File: src/pcnms_pkg.sv
package pcnms_pkg;

  typedef struct packed {
    logic        operation;
    logic [15:0] box_left;
    logic [15:0] box_top;
    logic [15:0] box_width;
    logic [15:0] box_height;
    logic [15:0] score;
    logic        end_of_detection;
    logic        end_of_set;
  } in_word_t;

  typedef struct packed {
    logic        valid_res;
    logic [15:0] out_left;
    logic [15:0] out_top;
    logic [15:0] out_width;
    logic [15:0] out_height;
    logic [3:0]  class_index;
    logic [15:0] out_score;
    logic        last_class;
    logic        last_result;
    logic        overflow;
  } out_word_t;

  typedef struct packed {
    logic [15:0] height;
    logic [15:0] width;
    logic [15:0] top;
    logic [15:0] left;
  } box_t;

  localparam logic OP_LOAD  = 1'b0;
  localparam logic OP_FETCH = 1'b1;

  localparam logic CFG_IOU_THRESHOLD = 1'b0;
  localparam logic CFG_NUM_CLASSES   = 1'b1;

  localparam logic [15:0] IOU_THR_RESET     = 16'd29491;
  localparam logic [4:0]  NUM_CLASSES_RESET = 5'd1;

  typedef enum logic [3:0] {
    ST_IDLE,
    ST_FILL,
    ST_PICK_RD,
    ST_PICK_CHK,
    ST_BOX_LATCH,
    ST_SUP_RD,
    ST_SUP_CHK,
    ST_SUP_WAIT,
    ST_F_START,
    ST_SV_RD,
    ST_SV_CHK,
    ST_F_FIRST,
    ST_F_DATA,
    ST_EMIT
  } nms_state_t;

  typedef enum logic [2:0] {
    IU_IDLE,
    IU_EXT,
    IU_INTER,
    IU_AREA_A,
    IU_AREA_B,
    IU_UNION,
    IU_SCALE,
    IU_CMP
  } iou_step_t;

  typedef enum logic {
    SV_FIRST,
    SV_LAST
  } sv_ret_t;

endpackage

File: src/pcnms_iou.sv
module pcnms_iou (
  input  logic              clk,
  input  logic              rst_n,
  input  logic              start,
  input  logic [15:0]       thr,
  input  pcnms_pkg::box_t   box_a,
  input  pcnms_pkg::box_t   box_b,
  output logic              done,
  output logic              hit
);
  import pcnms_pkg::*;

  iou_step_t   step_r, step_nxt;
  box_t        a_r, b_r;
  logic [16:0] iw_r, ih_r;
  logic [33:0] inter_r;
  logic [31:0] pa_r, pb_r;
  logic [32:0] uni_r;
  logic [48:0] rhs_r;

  logic [32:0] mul_a;
  logic [16:0] mul_b;
  logic [49:0] prod;

  logic [15:0] lo_x, lo_y;
  logic [16:0] hi_x, hi_y, ea_x, eb_x, ea_y, eb_y;

  always_comb begin
    lo_x = (a_r.left > b_r.left) ? a_r.left : b_r.left;
    lo_y = (a_r.top > b_r.top) ? a_r.top : b_r.top;
    ea_x = 17'(a_r.left) + 17'(a_r.width);
    eb_x = 17'(b_r.left) + 17'(b_r.width);
    ea_y = 17'(a_r.top) + 17'(a_r.height);
    eb_y = 17'(b_r.top) + 17'(b_r.height);
    hi_x = (ea_x < eb_x) ? ea_x : eb_x;
    hi_y = (ea_y < eb_y) ? ea_y : eb_y;
  end

  always_comb begin
    case (step_r)
      IU_INTER: begin
        mul_a = 33'(iw_r);
        mul_b = ih_r;
      end
      IU_AREA_A: begin
        mul_a = 33'(a_r.width);
        mul_b = 17'(a_r.height);
      end
      IU_AREA_B: begin
        mul_a = 33'(b_r.width);
        mul_b = 17'(b_r.height);
      end
      default: begin
        mul_a = uni_r;
        mul_b = 17'(thr);
      end
    endcase
    prod = 50'(mul_a) * 50'(mul_b);
  end

  always_comb begin
    step_nxt = step_r;
    case (step_r)
      IU_IDLE:   if (start) step_nxt = IU_EXT;
      IU_EXT:    step_nxt = IU_INTER;
      IU_INTER:  step_nxt = IU_AREA_A;
      IU_AREA_A: step_nxt = IU_AREA_B;
      IU_AREA_B: step_nxt = IU_UNION;
      IU_UNION:  step_nxt = IU_SCALE;
      IU_SCALE:  step_nxt = IU_CMP;
      IU_CMP:    step_nxt = IU_IDLE;
      default:   step_nxt = IU_IDLE;
    endcase
  end

  assign done = (step_r == IU_CMP);
  assign hit  = (uni_r != '0) && ({inter_r, 16'b0} > {1'b0, rhs_r});

  always_ff @(posedge clk) begin
    if (!rst_n) begin
      step_r <= IU_IDLE;
    end else begin
      step_r <= step_nxt;
    end
  end

  always_ff @(posedge clk) begin
    case (step_r)
      IU_IDLE: begin
        a_r <= box_a;
        b_r <= box_b;
      end
      IU_EXT: begin
        iw_r <= (hi_x > 17'(lo_x)) ? hi_x - 17'(lo_x) : '0;
        ih_r <= (hi_y > 17'(lo_y)) ? hi_y - 17'(lo_y) : '0;
      end
      IU_INTER:  inter_r <= prod[33:0];
      IU_AREA_A: pa_r <= prod[31:0];
      IU_AREA_B: pb_r <= prod[31:0];
      IU_UNION:  uni_r <= 33'(pa_r) + 33'(pb_r) - inter_r[32:0];
      IU_SCALE:  rhs_r <= prod[48:0];
      default: begin
      end
    endcase
  end

endmodule

File: config.mk
export PLATFORM = sky130hd
export DESIGN_NAME = pcnms_iou
export DESIGN_NICKNAME = d
export VERILOG_FILES = /design/src/pcnms_pkg.sv /design/src/pcnms_iou.sv
export SDC_FILE = /design/constraint.sdc
export NUM_CORES = 2
export LEC_CHECK = 0
export ABC_AREA = 1
export ABC_CLOCK_PERIOD_IN_PS = 16000
export BUFFER_PORTS_ARGS = -buffer_cell sky130_fd_sc_hd__buf_2
export CAP_MARGIN = 30
export CORE_MARGIN = 2
export CORE_UTILIZATION = 25
export DETAILED_ROUTE_END_ITERATION = 16
export GPL_ROUTABILITY_DRIVEN = 0
export GPL_TIMING_DRIVEN = 0
export PLACE_DENSITY = 0.48
export SYNTH_ARGS = -nofsm -noshare
export SYNTH_HDL_FRONTEND = slang
export SYNTH_SLANG_ARGS = --single-unit
File: constraint.sdc
create_clock -name clk -period 16 [get_ports clk]
set_input_delay 1.6 -clock clk [delete_from_list [all_inputs] [get_ports clk]]
set_output_delay 1.6 -clock clk [all_outputs]
set_load 0.02 [all_outputs]
==> out/results.ini <==
[finish]
final_common_cell = nand2_1
fin_nets = 6167
fin_util = 0.284
mostFrequentLayoutCells = nand2_1, inv_1, fa_1
final_cell_area_sq_um = 46300
area_growth_pct = 12.6
multi_input_area_sq_um = 26300
drive_above_1_share = 0.0642
seq_area_sq_um = 10300
fillers = 17600

[clocking]
clkTransAtPathRegs_ns = 0.06
cts_hold_buf = 0
ctsResizeCount = 0
cts-root-buf = clkbuf_16
clk_latency_ns = 0.62
numCtsBuffers = 44
clock_sinks = 345
htree_levels = 2
post_cts_buffers = 0
cts_tree = done
clock_path_buffers = 3

[critical_path]
timing.rr.start = step_r[2]$_SDFFE_PN0P_
cp_max_fo = 10
endpoint_kind = register
cp-start-kind = input pin
cp_data_required_time_ns = 16.26
critPathKind = input pin to register
worstRegToRegCells = 27
timing.rr.end = inter_r[25]$_DFFE_PN_
arrival_ns = 9.53
r2r_slack_ns = 7.01

[drt]
ant_nets = 0
via_per_inst = 4.55
vias = 33600
drt-total-wl_mm = 136
drc = 0
dr.pass1.iters = 6
drtIter0Drc = 2488
wl_per_cell_um = 18.4

[place]
portBuffers = 136
place_hpwl_mm = 117
pre_cts_ws_ns = 6.24
placed_area_sq_um = 44900

[sta]
timing.slew.headroom = 0.311
setup_tns_ns = 0
max_freq_ghz = 0.108
worstMarginPinSlew_ns = 1.02
rsz0062_at_grt = no
fin_skew_ns = 0.0396
drv_slew = 0
post-route-period-util = 0.579
setup_viol = 0
finalHoldViolCount = 0
min_period_ns = 9.27
fin_ws_ns = 6.73

[grt]
grt_overflow_total = 0
grt_first_pass_wirelength_mm = 207
antenna_found_initial = 4
grtUsageMet2 = 0.267
grt_busiest_layer = met2
grt_pass1_vias = 34200
grt_max_degree = 42
grt_usage = 0.162
use_met3 = 0.0228
use_met1 = 0.223

[status]
run_status = completed

[logic_synthesis]
postSynthAreaPerCell_sq_um = 8.30
synth.ff_latch_count = 345
ys_types = 50
syn-cell-area_sq_um = 41100
synthCells = 4958
yosysWarnings = 0
ys_seq_area_frac = 0.251

[floorplan]
rows = 148
core_sq_um = 163000
fp.dieW_um = 410
io_pins = 149
die-area_sq_um = 168000
die_h_um = 410
initial_core_util = 0.252

[min_path]
worstHoldPathType = register to register
min_to = uni_r[0]$_DFFE_PP_
holdPathStages = 1
hp-start = pa_r[0]$_DFFE_PN_

[job]
cap_violations = 0

-- Yosys cell counts, drive strengths merged --
| library cell | number | share of area |
|---|---|---|
| a31o | 1 | 0.00021 |
| nor2 | 438 | 0.041 |
| inv | 1091 | 0.10 |
| nor3 | 21 | 0.0028 |
| a31oi | 6 | 0.00091 |
| dfxtp | 3 | 0.0015 |
| nand3 | 156 | 0.019 |
| o22ai | 1 | 0.00030 |
| clkbuf | 36 | 0.0033 |
| a21oi | 261 | 0.032 |
| o21a | 5 | 0.00091 |
| nand4 | 61 | 0.0094 |
| ha | 346 | 0.11 |
| edfxtp | 342 | 0.25 |
| and2 | 16 | 0.0024 |
| nor4 | 12 | 0.0018 |
| a221oi | 1 | 0.00021 |
| o21bai | 15 | 0.0027 |
| nand2 | 1206 | 0.11 |
| and3 | 3 | 0.00046 |
| nand3b | 7 | 0.0013 |
| o211ai | 2 | 0.00036 |
| o31ai | 1 | 0.00018 |
| a22o | 1 | 0.00021 |
| a211oi | 2 | 0.00036 |
| a21o | 11 | 0.0020 |
| o21ai | 189 | 0.027 |
| or2 | 5 | 0.00076 |
| conb | 2 | 0.00018 |
| o311ai | 1 | 0.00021 |
| xnor2 | 45 | 0.0096 |
| clkinv | 8 | 0.00073 |
| fa | 501 | 0.24 |
| a21boi | 14 | 0.0026 |
| buf | 61 | 0.0086 |
| xor2 | 79 | 0.017 |
| a32o | 8 | 0.0019 |
-- kinds of logic after synthesis --
family                   after synthesis  share of synthesized area
AO/OA/AOI/OAI                        519                     0.0723
XOR/XNOR                             124                     0.0264
adder cells (fa/ha/maj)              847                      0.349
buffers and inverters               1196                      0.112
flip-flops                           345                      0.251
other                                  2                   0.000183
AND/OR/NAND/NOR                     1925                      0.189
-- metrics by stage --
| stage | hold slack (ns) | std cells |
|---|---|---|
| after floorplan | 0.526 | 4971 |
| after global placement | 0.546 | 7282 |
| after detailed placement | 0.539 | 7301 |
| after CTS | 0.549 | 7379 |
| after global routing | 0.555 | 7381 |
| final | 0.545 | 7382 |
-- registers in the layout, summed over array words and instances, names as in the netlist, 17 cells and up --
| signal | flops |
|---|---|
| pa_r | 32 |
| pb_r | 32 |
| ih_r | 17 |
| a_r | 64 |
| inter_r | 34 |
| b_r | 64 |
| uni_r | 33 |
| rhs_r | 49 |
| iw_r | 17 |
-- critical path, cell delays in order --
cell      delay [ns]
buf_1           0.40
clkinv_1        0.65
o21ai_2         0.73
inv_1           0.15
clkbuf_1        0.37
nor2_1          0.25
fa_1            0.42
inv_1           0.09
fa_1            0.46
fa_1            0.53
inv_1           0.05
fa_1            0.46
fa_1            0.54
inv_1           0.05
fa_1            0.53
inv_1           0.04
ha_1            0.39
a21oi_1         0.13
o21ai_0         0.33
inv_1           0.07
nand2_1         0.13
inv_1           0.05
nand2_1         0.16
nand2_1         0.07
nand2_1         0.08
xor2_1          0.74
-- final cells by class --
class | instances | share of cell area
clock buffer | 55 | 0.0251
sequential | 345 | 0.223
clock inverter | 23 | 0.00559
tap | 2175 | 0.0587
multi-input combinational | 3430 | 0.567
inverter | 1099 | 0.0890
timing repair buffer | 156 | 0.0210
buffer | 97 | 0.0107
antenna | 2 | 0.000108
-- layer usage --
| metal | up-vias | wire, um |
|---|---|---|
| met5 | - | 13 |
| met4 | 2 | 3140 |
| met3 | 162 | 8410 |
| met2 | 949 | 62500 |
| met1 | 16700 | 62000 |
| li1 | 15800 | - |
-- how the worst max path moves through the flow --
stage / from / cells after the start / end
floorplan: thr[7] / 23 / inter_r[30]$_DFFE_PN_
global placement: step_r[2]$_SDFFE_PN0P_ / 25 / rhs_r[23]$_DFFE_PP_
detailed placement: thr[7] / 26 / rhs_r[23]$_DFFE_PP_
CTS: thr[7] / 26 / rhs_r[23]$_DFFE_PP_
global route: thr[7] / 26 / pb_r[23]$_DFFE_PN_
finish: thr[7] / 26 / pb_r[23]$_DFFE_PN_
Power is not shown: default switching activity piles up to over one toggle a cycle in this logic, so the estimate is an artifact.
